## src/hdl/pctr_pkg.sv

```systemverilog
// ----------------------------------------------------------------------------
// pctr_pkg
// Shared types and constants of the trace ring with range trigger.
// ----------------------------------------------------------------------------
package pctr_pkg;

    localparam int ADDR_W         = 64;
    localparam int AGE_W          = 5;
    localparam int READOUT_MAX    = 32;
    localparam int RING_DEPTH_DEF = 32;
    localparam int SLOT_MAX_W     = 10;
    localparam int CFG_IDX_W      = 2;
    localparam int CMDQ_DEPTH     = 2;
    localparam int OUTQ_DEPTH     = 2;

    typedef enum logic [CFG_IDX_W-1:0] {
        REG_WATCH_LOW  = 2'd0,
        REG_WATCH_HIGH = 2'd1
    } cfg_reg_t;

    typedef enum logic [1:0] {
        RD_IDLE  = 2'd0,
        RD_CHECK = 2'd1,
        RD_LAST  = 2'd2
    } rd_state_t;

    // Ring write from the capture side
    typedef struct packed {
        logic                  en;
        logic [SLOT_MAX_W-1:0] slot;
        logic [ADDR_W-1:0]     data;
    } ring_wr_t;

    // Readout request: triggering address and the slot it went to
    typedef struct packed {
        logic [ADDR_W-1:0]     addr;
        logic [SLOT_MAX_W-1:0] newest;
    } cmd_t;

    typedef struct packed {
        logic [AGE_W-1:0]  age;
        logic [ADDR_W-1:0] addr;
        logic              last;
    } result_t;

endpackage

```

## src/hdl/pc_trace_ring_with_range_trigger_core.sv

```systemverilog
// ----------------------------------------------------------------------------
// pc_trace_ring_with_range_trigger_core
// Trace ring of recent block addresses with an address-range readout trigger.
// ----------------------------------------------------------------------------
// Each pushed block_address is written into a ring of the RING_DEPTH most
// recent addresses. When the address lies in [watch_low, watch_high), the
// block produces a readout of the ring, newest entry first: age 0 is the
// triggering address, and the readout ends after min(RING_DEPTH, 32) results
// or just before a zero entry (slots not yet written since reset count as
// zero). After reset watch_low is 1 and watch_high is 0, so nothing triggers.
// A non-triggering address is taken every cycle while no readout is pending.
// A triggering address raises full from the next cycle until the readout
// engine has issued its last result; the engine reads one ring slot per
// cycle, while the output queue has room, through the ring memory's single
// registered read port. Results wait in a two-beat output queue, so the
// engine keeps running while a beat is unpopped.
// The ring needs no clearing pass after reset: a fill count marks which slots
// have been written. Write configuration only while no readout is pending.
// ----------------------------------------------------------------------------
module pc_trace_ring_with_range_trigger_core #(
    parameter int RING_DEPTH = pctr_pkg::RING_DEPTH_DEF
) (
    input  logic                             clk,
    input  logic                             rst_n,
    // configuration writes
    input  logic                             cfg_write,
    input  logic [pctr_pkg::CFG_IDX_W-1:0]   cfg_index,
    input  logic [pctr_pkg::ADDR_W-1:0]      cfg_data,
    // address input queue side
    input  logic                             push,
    output logic                             full,
    input  logic [pctr_pkg::ADDR_W-1:0]      block_address,
    // result queue side
    output logic                             empty,
    input  logic                             pop,
    output logic [pctr_pkg::AGE_W-1:0]       age,
    output logic [pctr_pkg::ADDR_W-1:0]      recorded_address,
    output logic                             last
);
    import pctr_pkg::*;

    localparam int FW = $clog2(RING_DEPTH + 1);

    ring_wr_t      ring_wr;
    logic [FW-1:0] fill;
    logic          back_busy;
    logic          cmd_push, cmd_pop, cmd_full, cmd_empty;
    cmd_t          cmd_in, cmd_out;
    logic          oq_push, oq_full;
    result_t       oq_in, oq_out;

    // Capture: record every beat, flag range hits
    pctr_front #(
        .RING_DEPTH (RING_DEPTH)
    ) u_front (
        .clk           (clk),
        .rst_n         (rst_n),
        .cfg_write     (cfg_write),
        .cfg_index     (cfg_index),
        .cfg_data      (cfg_data),
        .push          (push),
        .full          (full),
        .block_address (block_address),
        .back_busy     (back_busy),
        .cmd_full      (cmd_full),
        .cmd_empty     (cmd_empty),
        .cmd_push      (cmd_push),
        .cmd_data      (cmd_in),
        .ring_wr       (ring_wr),
        .fill          (fill)
    );

    // Readout requests between capture and readout engine
    pctr_fifo #(
        .WIDTH ($bits(cmd_t)),
        .DEPTH (CMDQ_DEPTH)
    ) u_cmdq (
        .clk   (clk),
        .rst_n (rst_n),
        .push  (cmd_push),
        .din   (cmd_in),
        .full  (cmd_full),
        .pop   (cmd_pop),
        .dout  (cmd_out),
        .empty (cmd_empty)
    );

    // Readout engine with the ring memory
    pctr_back #(
        .RING_DEPTH (RING_DEPTH)
    ) u_back (
        .clk       (clk),
        .rst_n     (rst_n),
        .ring_wr   (ring_wr),
        .fill      (fill),
        .cmd_empty (cmd_empty),
        .cmd_data  (cmd_out),
        .cmd_pop   (cmd_pop),
        .busy      (back_busy),
        .oq_full   (oq_full),
        .oq_push   (oq_push),
        .oq_data   (oq_in)
    );

    // Result queue: hold beats until popped
    pctr_fifo #(
        .WIDTH ($bits(result_t)),
        .DEPTH (OUTQ_DEPTH)
    ) u_outq (
        .clk   (clk),
        .rst_n (rst_n),
        .push  (oq_push),
        .din   (oq_in),
        .full  (oq_full),
        .pop   (pop),
        .dout  (oq_out),
        .empty (empty)
    );

    assign age              = oq_out.age;
    assign recorded_address = oq_out.addr;
    assign last             = oq_out.last;

endmodule

```

## src/hdl/pctr_fifo.sv

```systemverilog
// ----------------------------------------------------------------------------
// pctr_fifo
// Small register FIFO used between front and back and on the result side.
// ----------------------------------------------------------------------------
module pctr_fifo #(
    parameter int WIDTH = 8,
    parameter int DEPTH = 2
) (
    input  logic             clk,
    input  logic             rst_n,
    input  logic             push,
    input  logic [WIDTH-1:0] din,
    output logic             full,
    input  logic             pop,
    output logic [WIDTH-1:0] dout,
    output logic             empty
);
    localparam int PW = (DEPTH > 1) ? $clog2(DEPTH) : 1;
    localparam int CW = $clog2(DEPTH + 1);

    logic [WIDTH-1:0] mem [DEPTH];
    logic [PW-1:0]    wr_ptr_reg, wr_ptr_next;
    logic [PW-1:0]    rd_ptr_reg, rd_ptr_next;
    logic [CW-1:0]    count_reg, count_next;
    logic             do_push, do_pop;

    assign full    = (count_reg == CW'(DEPTH));
    assign empty   = (count_reg == '0);
    assign do_push = push && !full;
    assign do_pop  = pop && !empty;
    assign dout    = mem[rd_ptr_reg];

    always_comb
    begin
        wr_ptr_next = wr_ptr_reg;
        rd_ptr_next = rd_ptr_reg;
        count_next  = count_reg;
        if (do_push)
        begin
            wr_ptr_next = (wr_ptr_reg == PW'(DEPTH - 1)) ? '0 : wr_ptr_reg + PW'(1);
        end
        if (do_pop)
        begin
            rd_ptr_next = (rd_ptr_reg == PW'(DEPTH - 1)) ? '0 : rd_ptr_reg + PW'(1);
        end
        if (do_push && !do_pop)
        begin
            count_next = count_reg + CW'(1);
        end
        else if (do_pop && !do_push)
        begin
            count_next = count_reg - CW'(1);
        end
    end

    always_ff @(posedge clk or negedge rst_n)
    begin
        if (!rst_n)
        begin
            wr_ptr_reg <= '0;
            rd_ptr_reg <= '0;
            count_reg  <= '0;
        end
        else
        begin
            wr_ptr_reg <= wr_ptr_next;
            rd_ptr_reg <= rd_ptr_next;
            count_reg  <= count_next;
        end
    end

    always_ff @(posedge clk)
    begin
        if (do_push)
        begin
            mem[wr_ptr_reg] <= din;
        end
    end

endmodule

```

## src/hdl/pctr_front.sv

```systemverilog
// ----------------------------------------------------------------------------
// pctr_front
// Capture side: holds the watch range, writes each address into the ring and
// issues a readout request when the address falls in the range.
// ----------------------------------------------------------------------------
module pctr_front #(
    parameter int RING_DEPTH = pctr_pkg::RING_DEPTH_DEF
) (
    input  logic                                 clk,
    input  logic                                 rst_n,
    input  logic                                 cfg_write,
    input  logic [pctr_pkg::CFG_IDX_W-1:0]       cfg_index,
    input  logic [pctr_pkg::ADDR_W-1:0]          cfg_data,
    input  logic                                 push,
    output logic                                 full,
    input  logic [pctr_pkg::ADDR_W-1:0]          block_address,
    input  logic                                 back_busy,
    input  logic                                 cmd_full,
    input  logic                                 cmd_empty,
    output logic                                 cmd_push,
    output pctr_pkg::cmd_t                       cmd_data,
    output pctr_pkg::ring_wr_t                   ring_wr,
    output logic [$clog2(RING_DEPTH + 1)-1:0]    fill
);
    import pctr_pkg::*;

    localparam int AW = $clog2(RING_DEPTH);
    localparam int FW = $clog2(RING_DEPTH + 1);

    logic [ADDR_W-1:0] watch_low_reg;
    logic [ADDR_W-1:0] watch_high_reg;
    logic [AW-1:0]     wp_reg, wp_next;
    logic [FW-1:0]     fill_reg, fill_next;
    logic              accept;
    logic              hit;

    // Hold input while any readout is queued or running
    assign full   = cmd_full || !cmd_empty || back_busy;
    assign accept = push && !full;
    assign hit    = (block_address >= watch_low_reg) && (block_address < watch_high_reg);
    assign fill   = fill_reg;

    always_comb
    begin
        wp_next   = wp_reg;
        fill_next = fill_reg;
        if (accept)
        begin
            wp_next   = (wp_reg == AW'(RING_DEPTH - 1)) ? '0 : wp_reg + AW'(1);
            fill_next = (fill_reg == FW'(RING_DEPTH)) ? fill_reg : fill_reg + FW'(1);
        end
        ring_wr.en      = accept;
        ring_wr.slot    = SLOT_MAX_W'(wp_reg);
        ring_wr.data    = block_address;
        cmd_push        = accept && hit;
        cmd_data.addr   = block_address;
        cmd_data.newest = SLOT_MAX_W'(wp_reg);
    end

    always_ff @(posedge clk or negedge rst_n)
    begin
        if (!rst_n)
        begin
            watch_low_reg  <= ADDR_W'(1);
            watch_high_reg <= '0;
            wp_reg         <= '0;
            fill_reg       <= '0;
        end
        else
        begin
            wp_reg   <= wp_next;
            fill_reg <= fill_next;
            if (cfg_write)
            begin
                unique case (cfg_index)
                    REG_WATCH_LOW:  watch_low_reg  <= cfg_data;
                    REG_WATCH_HIGH: watch_high_reg <= cfg_data;
                    default:        ;
                endcase
            end
        end
    end

endmodule

```

## src/hdl/pctr_back.sv

```systemverilog
// ----------------------------------------------------------------------------
// pctr_back
// Readout side: owns the ring memory and walks it newest first for each
// request, one entry per cycle while the result queue has room.
// ----------------------------------------------------------------------------
module pctr_back #(
    parameter int RING_DEPTH = pctr_pkg::RING_DEPTH_DEF
) (
    input  logic                                 clk,
    input  logic                                 rst_n,
    input  pctr_pkg::ring_wr_t                   ring_wr,
    input  logic [$clog2(RING_DEPTH + 1)-1:0]    fill,
    input  logic                                 cmd_empty,
    input  pctr_pkg::cmd_t                       cmd_data,
    output logic                                 cmd_pop,
    output logic                                 busy,
    input  logic                                 oq_full,
    output logic                                 oq_push,
    output pctr_pkg::result_t                    oq_data
);
    import pctr_pkg::*;

    localparam int AW    = $clog2(RING_DEPTH);
    localparam int FW    = $clog2(RING_DEPTH + 1);
    localparam int LIMIT = (RING_DEPTH < READOUT_MAX) ? RING_DEPTH : READOUT_MAX;

    logic [ADDR_W-1:0] ring_mem [RING_DEPTH];

    rd_state_t         state_reg, state_next;
    logic [ADDR_W-1:0] pend_addr_reg, pend_addr_next;
    logic [AGE_W-1:0]  pend_age_reg, pend_age_next;
    logic [AW-1:0]     slot_reg, slot_next;
    logic [AW-1:0]     rd_addr;
    logic [ADDR_W-1:0] rd_data_reg;
    logic              rd_valid_reg;
    logic [AGE_W-1:0]  age_k;
    logic              more;

    function automatic logic [AW-1:0] prev_slot(input logic [AW-1:0] s);
        prev_slot = (s == '0) ? AW'(RING_DEPTH - 1) : s - AW'(1);
    endfunction

    assign busy  = (state_reg != RD_IDLE);
    assign age_k = pend_age_reg + AGE_W'(1);
    // Slots never written since reset end the readout like a zero entry
    assign more  = rd_valid_reg && (rd_data_reg != '0);

    always_comb
    begin
        state_next     = state_reg;
        pend_addr_next = pend_addr_reg;
        pend_age_next  = pend_age_reg;
        slot_next      = slot_reg;
        rd_addr        = slot_reg;
        cmd_pop        = 1'b0;
        oq_push        = 1'b0;
        oq_data.age    = pend_age_reg;
        oq_data.addr   = pend_addr_reg;
        oq_data.last   = 1'b1;
        unique case (state_reg)
            RD_IDLE:
            begin
                if (!cmd_empty)
                begin
                    cmd_pop        = 1'b1;
                    pend_addr_next = cmd_data.addr;
                    pend_age_next  = '0;
                    slot_next      = prev_slot(AW'(cmd_data.newest));
                    rd_addr        = slot_next;
                    state_next     = RD_CHECK;
                end
            end
            RD_CHECK:
            begin
                if (!oq_full)
                begin
                    oq_push      = 1'b1;
                    oq_data.last = !more;
                    if (more)
                    begin
                        pend_addr_next = rd_data_reg;
                        pend_age_next  = age_k;
                        if (({1'b0, age_k} + (AGE_W + 1)'(1)) < (AGE_W + 1)'(LIMIT))
                        begin
                            slot_next = prev_slot(slot_reg);
                            rd_addr   = slot_next;
                        end
                        else
                        begin
                            state_next = RD_LAST;
                        end
                    end
                    else
                    begin
                        state_next = RD_IDLE;
                    end
                end
            end
            RD_LAST:
            begin
                if (!oq_full)
                begin
                    oq_push    = 1'b1;
                    state_next = RD_IDLE;
                end
            end
            default:
            begin
                state_next = RD_IDLE;
            end
        endcase
    end

    always_ff @(posedge clk or negedge rst_n)
    begin
        if (!rst_n)
        begin
            state_reg    <= RD_IDLE;
            rd_valid_reg <= 1'b0;
        end
        else
        begin
            state_reg    <= state_next;
            rd_valid_reg <= (FW'(rd_addr) < fill);
        end
    end

    always_ff @(posedge clk)
    begin
        pend_addr_reg <= pend_addr_next;
        pend_age_reg  <= pend_age_next;
        slot_reg      <= slot_next;
    end

    // Ring memory: one write port from capture, one registered read port
    always_ff @(posedge clk)
    begin
        if (ring_wr.en)
        begin
            ring_mem[AW'(ring_wr.slot)] <= ring_wr.data;
        end
        rd_data_reg <= ring_mem[rd_addr];
    end

endmodule

```

## config.mk

```make
export PLATFORM = sky130hd
export DESIGN_NAME = pc_trace_ring_with_range_trigger_core
export DESIGN_NICKNAME = d
export VERILOG_FILES = /design/src/hdl/pctr_pkg.sv /design/src/hdl/pc_trace_ring_with_range_trigger_core.sv /design/src/hdl/pctr_fifo.sv /design/src/hdl/pctr_front.sv /design/src/hdl/pctr_back.sv
export SDC_FILE = /design/constraint.sdc
export NUM_CORES = 2
export LEC_CHECK = 0
export BUFFER_PORTS_ARGS = -buffer_cell sky130_fd_sc_hd__buf_2
export CAP_MARGIN = 20
export CELL_PAD_IN_SITES_DETAIL_PLACEMENT = 1
export CELL_PAD_IN_SITES_GLOBAL_PLACEMENT = 1
export CORE_ASPECT_RATIO = 1.2
export CORE_MARGIN = 8
export CORE_UTILIZATION = 58
export DETAILED_ROUTE_END_ITERATION = 10
export MAX_ROUTING_LAYER = met4
export PLACE_DENSITY = 0.83
export SETUP_SLACK_MARGIN = 0.15
export SYNTH_ARGS = -nofsm -noshare
export SYNTH_HDL_FRONTEND = slang
export SYNTH_SLANG_ARGS = --single-unit
```

## constraint.sdc

```tcl
create_clock -name clk -period 12.2 [get_ports clk]
set_clock_uncertainty 0.15 [all_clocks]
set_input_delay 3.66 -clock clk [delete_from_list [all_inputs] [get_ports clk]]
set_output_delay 3.66 -clock clk [all_outputs]
set_load 0.01 [all_outputs]
```

== After elaboration in Yosys (flattened, before gate mapping) ==
Memories as Yosys holds them, arrays and structs flattened. A register that Yosys moved wholly into a read port is not among the register bits.
Index checks and enable logic that the tools add are counted.

* Flip-flop bits (word level): 224
* Input bits: 135
* Logic and storage cells: 132
* Output and inout bits: 72
* Memories: 3
* RAM bits: 2,326

{| class="wikitable"
|+ Memory list
! memory !! words !! bits a word !! rd ports !! clocked after Yosys merged registers in !! write ports !! line !! source
|-
| u_back.ring_mem || 32 || 64 || 1 || 1 || 1 || pctr_back.sv:27 || <nowiki>logic [ADDR_W-1:0] ring_mem [RING_DEPTH];</nowiki>
|-
| u_outq.mem || 2 || 70 || 1 || 0 || 1 || pctr_fifo.sv:21 || <nowiki>logic [WIDTH-1:0] mem [DEPTH];</nowiki>
|-
| u_cmdq.mem || 2 || 69 || 1 || 0 || 1 || pctr_fifo.sv:21 ||
|}

* Bitwise operators: 1
* Equality and inequality tests: 12
* Order comparisons: 4
* Reductions and logical operators: 41
* Multiplexer cells: 42
* $add $sub $neg: 14

{| class="wikitable"
|+ Operators with widths
! kind !! count
|-
| 2-to-1 mux 64 bit || 3
|-
| case mux 64 bit (2 select lines) || 1
|-
| >= comparator 64 bit || 1
|-
| < comparator 64 bit || 1
|-
| nonzero test 64 bit || 1
|-
| 2-to-1 mux 5 bit || 10
|-
| case mux 5 bit (2 select lines) || 2
|-
| 2-to-1 mux 2 bit || 9
|-
| 2-to-1 mux 1 bit || 16
|-
| logical AND 1 bit || 12
|-
| adder 5 x 1 -> 5 bit, second input constant || 2
|-
| logical NOT 1 bit || 10
|-
| logical NOT 5 bit || 2
|-
| subtractor 5 x 1 -> 5 bit, second input constant || 2
|-
| logical NOT 2 bit || 4
|-
| AND reduction 4 bit || 2
|-
| nonzero test 2 bit || 4
|-
| adder 5 x 1 -> 6 bit, second input constant || 1
|-
| adder 6 x 1 -> 6 bit, second input constant || 1
|-
| equality test 2 bit, second input constant || 3
|-
| equality test 6 bit, second input constant || 1
|-
| < comparator 5 x 6 -> 1 bit || 1
|-
| < comparator 6 bit, second input constant || 1
|-
| != test 2 bit, second input constant || 3
|-
| other kinds (12) || 21
|}

== Depth between registers and ports, before layout ==
* Depth after elaboration: 12
* Mapped depth: 17
* Gate-level depth less buffers: 14

== By module ==
Synthesis repeated with hierarchy kept, for this count alone.

* Cell total of the unflattened synthesis: 5,349
* Area total of the unflattened synthesis: 103,161.4 µm²

{| class="wikitable"
|+ Modules (own cells, without submodules)
! module !! times used !! area each (µm²) !! cells each !! seq. area each (µm²)
|-
| pctr_back || 1 || 82,449.1 || 3,883 || 65,027.4
|-
| pctr_front || 1 || 9,374.0 || 980 || 3,479.6
|-
| pctr_fifo at u_cmdq || 1 || 5,739.3 || 249 || 4,544.4
|-
| pctr_fifo at u_outq || 1 || 5,599.1 || 237 || 4,304.1
|}

== Least setup slack after synthesis ==
OpenSTA, ideal clock, no wires.

* Kind: input to register
* Start: input port block_address[49] (netlist bit)
* End: memory u_cmdq.mem[0][0] (netlist bit), enable pin
* Stages on the path: 10
* Data required time: 11.545 ns
* Library setup time: 0.505 ns
* Slack: 3.021 ns
* Path buffers: 0
* Data arrival time: 8.524 ns
* Path through: ha_1 a21o_1 a21o_1 a21o_1 a21o_1 a21o_1 a21oi_1 o221ai_1 a221oi_1 nor2b_1

* Word-level cells in the longest chain between the ends: 6
* Elaborated cells between the ends (all ways): 7
* Those cells by class: order compare: 2; mux: 2; reduce/logical: 3

{| class="wikitable"
|+ RTL lines
! what !! line !! source
|-
| start, declared || pc_trace_ring_with_range_trigger_core.sv:32 || <nowiki>input logic [pctr_pkg::ADDR_W-1:0] block_address,</nowiki>
|-
| >= comparator 64 bit / < comparator 64 bit (equally long branches) || pctr_front.sv:40 || <nowiki>assign hit = (block_address >= watch_low_reg) && (block_address < watch_high_reg);</nowiki>
|-
| logical AND 1 bit (*) || pctr_front.sv:40 ||
|-
| logical AND 1 bit (*) || pctr_front.sv:55 || <nowiki>cmd_push = accept && hit;</nowiki>
|-
| logical AND 1 bit (*) || pctr_fifo.sv:29 || <nowiki>assign do_push = push && !full;</nowiki>
|-
| named net u_cmdq.do_push || pctr_fifo.sv:25 || <nowiki>logic do_push, do_pop;</nowiki>
|-
| 2-to-1 mux 1 bit (*) || pctr_fifo.sv:74 || <nowiki>if (do_push)</nowiki>
|-
| 2-to-1 mux 1 bit (not written as such) (*) || pctr_fifo.sv:76 || <nowiki>mem[wr_ptr_reg] <= din;</nowiki>
|-
| end, declared || pctr_fifo.sv:21 ||
|}

Mark *: on every way through the listed nets, which the timed path passes. The rest lies on a longest branch.

== Final worst setup path ==
* Start: input port block_address[29] (netlist bit)
* End: memory u_cmdq.mem[1][23] (netlist bit), enable pin

Same word-level chain as after synthesis.

==> results_dict.tcl <==
set metrics [dict create \
    synth_flop_cell "edfxtp_1" \
    grtUsageMet2_pct 56.9 \
    worstPathArrival_ps 9130 \
    grt_start_max_net_pins 154 \
    synth_nets 6822 \
    synth_seq_cells 2614 \
    grt.total_usage_pct 36.3 \
    crit-reg2reg-launch "u_back.rd_data_reg[37]$_DFF_P_" \
    grt_busiest_layer "met2" \
    cts_inserted_buffers 239 \
    antenna_left 0 \
    reg2reg_depth 12 \
    antenna_found_initial 46 \
    period_minus_slack_ps 8770 \
    clockBufferDepth 3 \
    largest_reg_flops 2048 \
    finalSetupViolations 0 \
    initial_core_util_pct 58.1 \
    layout-drive-gt1-share_pct 13.3 \
    drv_cap 0 \
    finalPower_mw 34.7 \
    peakVddDrop_mv 0.468 \
    die_h_um 479 \
    regMostFlops "u_back.ring_mem" \
    crit_path_max_fanout 39 \
    hold_buffers 0 \
    nets 7064 \
    drtPass1Iterations 7 \
    htreeDepth 4 \
    yosys-top-cells-area "edfxtp_1, mux2i_1, dfrtp_1, nand2_1, nand3_1" \
    synth_area_sq_mm 0.103 \
    status "completed" \
    p_leak_nw 42.5 \
    timing.final.hold_violations 0 \
    hpwl_mm 187 \
    start_kind "input port" \
    slew_headroom_pct 7.88 \
    portBuffers 206 \
    insertion_delay_ps 910 \
    cts-root-buf "clkbuf_16" \
    viasPerCell 6.99 \
    grtUsageMet1_pct 43.9 \
    max_freq_ghz 0.114 \
    reg.largest.list "u_back.ring_mem (2048), u_outq.mem (140), u_cmdq.mem (138)" \
    avgSynthCellArea_sq_um 15.8 \
    yosys_warnings 0 \
    routed_wl_mm 352 \
    syn-instance-count 6541 \
    hold_class "reg -> reg" \
    yosysSeqAreaShare_pct 74.5 \
    r2r_end "u_back.rd_data_reg[44]$_DFF_P_" \
    yosysTopAreaCell "edfxtp_1" \
    maxSlewViolCount 0 \
    drt_iter0_drc 9663 \
    placedCellCount 8859 \
    core_area_sq_mm 0.178 \
    wl_per_cell_um 37.6 \
    use_met3_pct 8.11 \
    place_ws_ps 2870 \
    worst_slew_pin_slew_ps 1370 \
    crit_start "block_address[29]" \
    dieWidth_um 402 \
    setup_slack_ps 3430 \
    ys_types 62 \
    crit_path_end "u_cmdq.mem[1][23]$_DFFE_PP_" \
    cts.repair.resized 0 \
    crit_path_end_kind "flop" \
    fin_crit_sh_pct 71.9 \
    cts.sinks 2614 \
    fin_cells 9356 \
    clk_pin_slew_ps 60 \
    power.density_mw_per_mm2 300 \
    syn2layout_area_growth_pct 11.7 \
    grt_pass1_vias 68350 \
    post_cts_buffers 0 \
    synth_top_area_share_pct 69.5 \
    die_area_sq_mm 0.192 \
    gp_congestion 0.893 \
    synth_edf_count 2395 \
    drc_errors 0 \
    async_reset_ff_share_pct 5.74 \
    io_pins 207 \
    r2r_slack_ps 4720 \
    critical_path_class "in -> reg" \
    vias 65393 \
    grt_pass1_wl_mm 490 \
    cts_tree "yes" \
    grt-ovfl-total 0 \
    cp.required_ps 12560 \
    fin_setup_tns_ps 0 \
    num_rows 170 \
    rsz0062_at_grt "false" \
]
through the flow:
step / util [%] / area [sq um] / hold WS, ps
5_1_grt: 64.9 / 116000 / 301
2_1_floorplan: - / 103000 / 271
3_3_place_gp: 60.3 / 107000 / 274
4_1_cts: 64.8 / 115000 / 287
6_report: 64.9 / 116000 / 288
3_5_place_dp: 60.3 / 107000 / 288
power by group:
| group | internal, mW | total, mW | leakage, nW | switching (mW) |
|---|---|---|---|---|
| combinational | 4.94 | 15.7 | 14.5 | 10.7 |
| clock | 4.31 | 7.74 | 3.98 | 3.43 |
| sequential | 10.7 | 11.2 | 24.0 | 0.538 |
how the worst min path moves through the flow:
stage	start	to	slack [ps]	cells after the start
after floorplan	u_back.pend_addr_reg[9]$_DFFE_PP_	u_outq.mem[0][10]$_DFFE_PP_	270	0
after global placement	u_back.pend_addr_reg[27]$_DFFE_PP_	u_outq.mem[1][28]$_DFFE_PP_	270	0
after detailed placement	u_back.pend_addr_reg[31]$_DFFE_PP_	u_outq.mem[1][32]$_DFFE_PP_	290	0
after CTS	u_back.pend_addr_reg[62]$_DFFE_PP_	u_outq.mem[1][63]$_DFFE_PP_	290	0
after global routing	u_back.pend_addr_reg[62]$_DFFE_PP_	u_outq.mem[1][63]$_DFFE_PP_	300	0
final	u_back.pend_addr_reg[62]$_DFFE_PP_	u_outq.mem[1][63]$_DFFE_PP_	290	0
placed cells by master, fill, tap and decap left out, types with 11 or more instances in the layout:
| master | instances |
|---|---|
| clkinv_2 | 53 |
| clkinv_1 | 18 |
| nand3_1 | 392 |
| a21o_1 | 49 |
| o21ai_0 | 151 |
| a221oi_1 | 67 |
| nor2_1 | 27 |
| a32oi_1 | 193 |
| o21ai_1 | 66 |
| bufinv_16 | 16 |
| dfrtp_1 | 147 |
| buf_12 | 11 |
| a21oi_1 | 37 |
| buf_2 | 205 |
| mux2_2 | 136 |
| nor2_4 | 41 |
| buf_4 | 128 |
| clkbuf_16 | 242 |
| nor4_1 | 15 |
| clkbuf_8 | 55 |
| dfxtp_1 | 69 |
| clkbuf_1 | 53 |
| nand4_1 | 98 |
| mux2i_1 | 960 |
| ha_1 | 145 |
| inv_1 | 147 |
| xnor2_1 | 13 |
| edfxtp_1 | 2395 |
| nand2_1 | 929 |
| diode_2 | 40 |
kinds of logic after synthesis:
logic type	count (synthesis)	synth area share, %
muxes	1096	10.8
xor gates and xnor gates	19	0.161
and+or+nand+nor	1563	6.59
AOI/OAI and AO/OA	605	4.11
buffers and inverters	498	2.12
DFF	2614	74.5
adders and majority gates	146	1.77
layout make-up:
cell class	count	area, sq um
Antenna cell	40	100
Clock inverter	103	1020
Multi-Input combinational cell	3429	24600
Timing Repair Buffer	349	2330
Tap cell	2322	2910
Clock buffer	349	7000
Inverter	150	581
Fill cell	15415	62400
Sequential cell	2614	77100
Yosys cell counts (6+ instances only):
master,n
edfxtp_1,2395
mux2i_1,960
nand2_1,929
nand3_1,393
a32oi_1,193
clkbuf_1,178
o21ai_0,153
dfrtp_1,149
inv_1,149
ha_1,146
mux2_2,136
buf_2,113
nand4_1,98
dfxtp_1,69
nor2_1,68
a221oi_1,67
o21ai_1,64
a21o_1,49
a21oi_1,38
buf_4,34
nor4_1,18
buf_1,15
xnor2_1,13
buf_6,8
nand2b_1,8
and2_1,7
and3_1,7
nand3b_1,7
nor2b_1,6
nor3_1,6
xor2_1,6
layer usage:
metal / vias up / part of all wire (%) / wire length (um)
met5: - / 0 / 0
met4: 0 / 6.4 / 22500
met3: 1276 / 12 / 41600
met2: 5166 / 47 / 167000
met1: 33412 / 34 / 121000
li1: 25539 / - / -
critical path, cell delays in order:
cell	delay [ps]
buf_2	480
ha_1	360
a21o_1	210
a21o_1	190
a21oi_1	420
o221ai_1	260
a21oi_1	290
o41a_1	430
o2111ai_1	480
a221oi_1	760
and2_4	740
buf_4	750
Note: power is estimated with default switching activity, not from simulation.
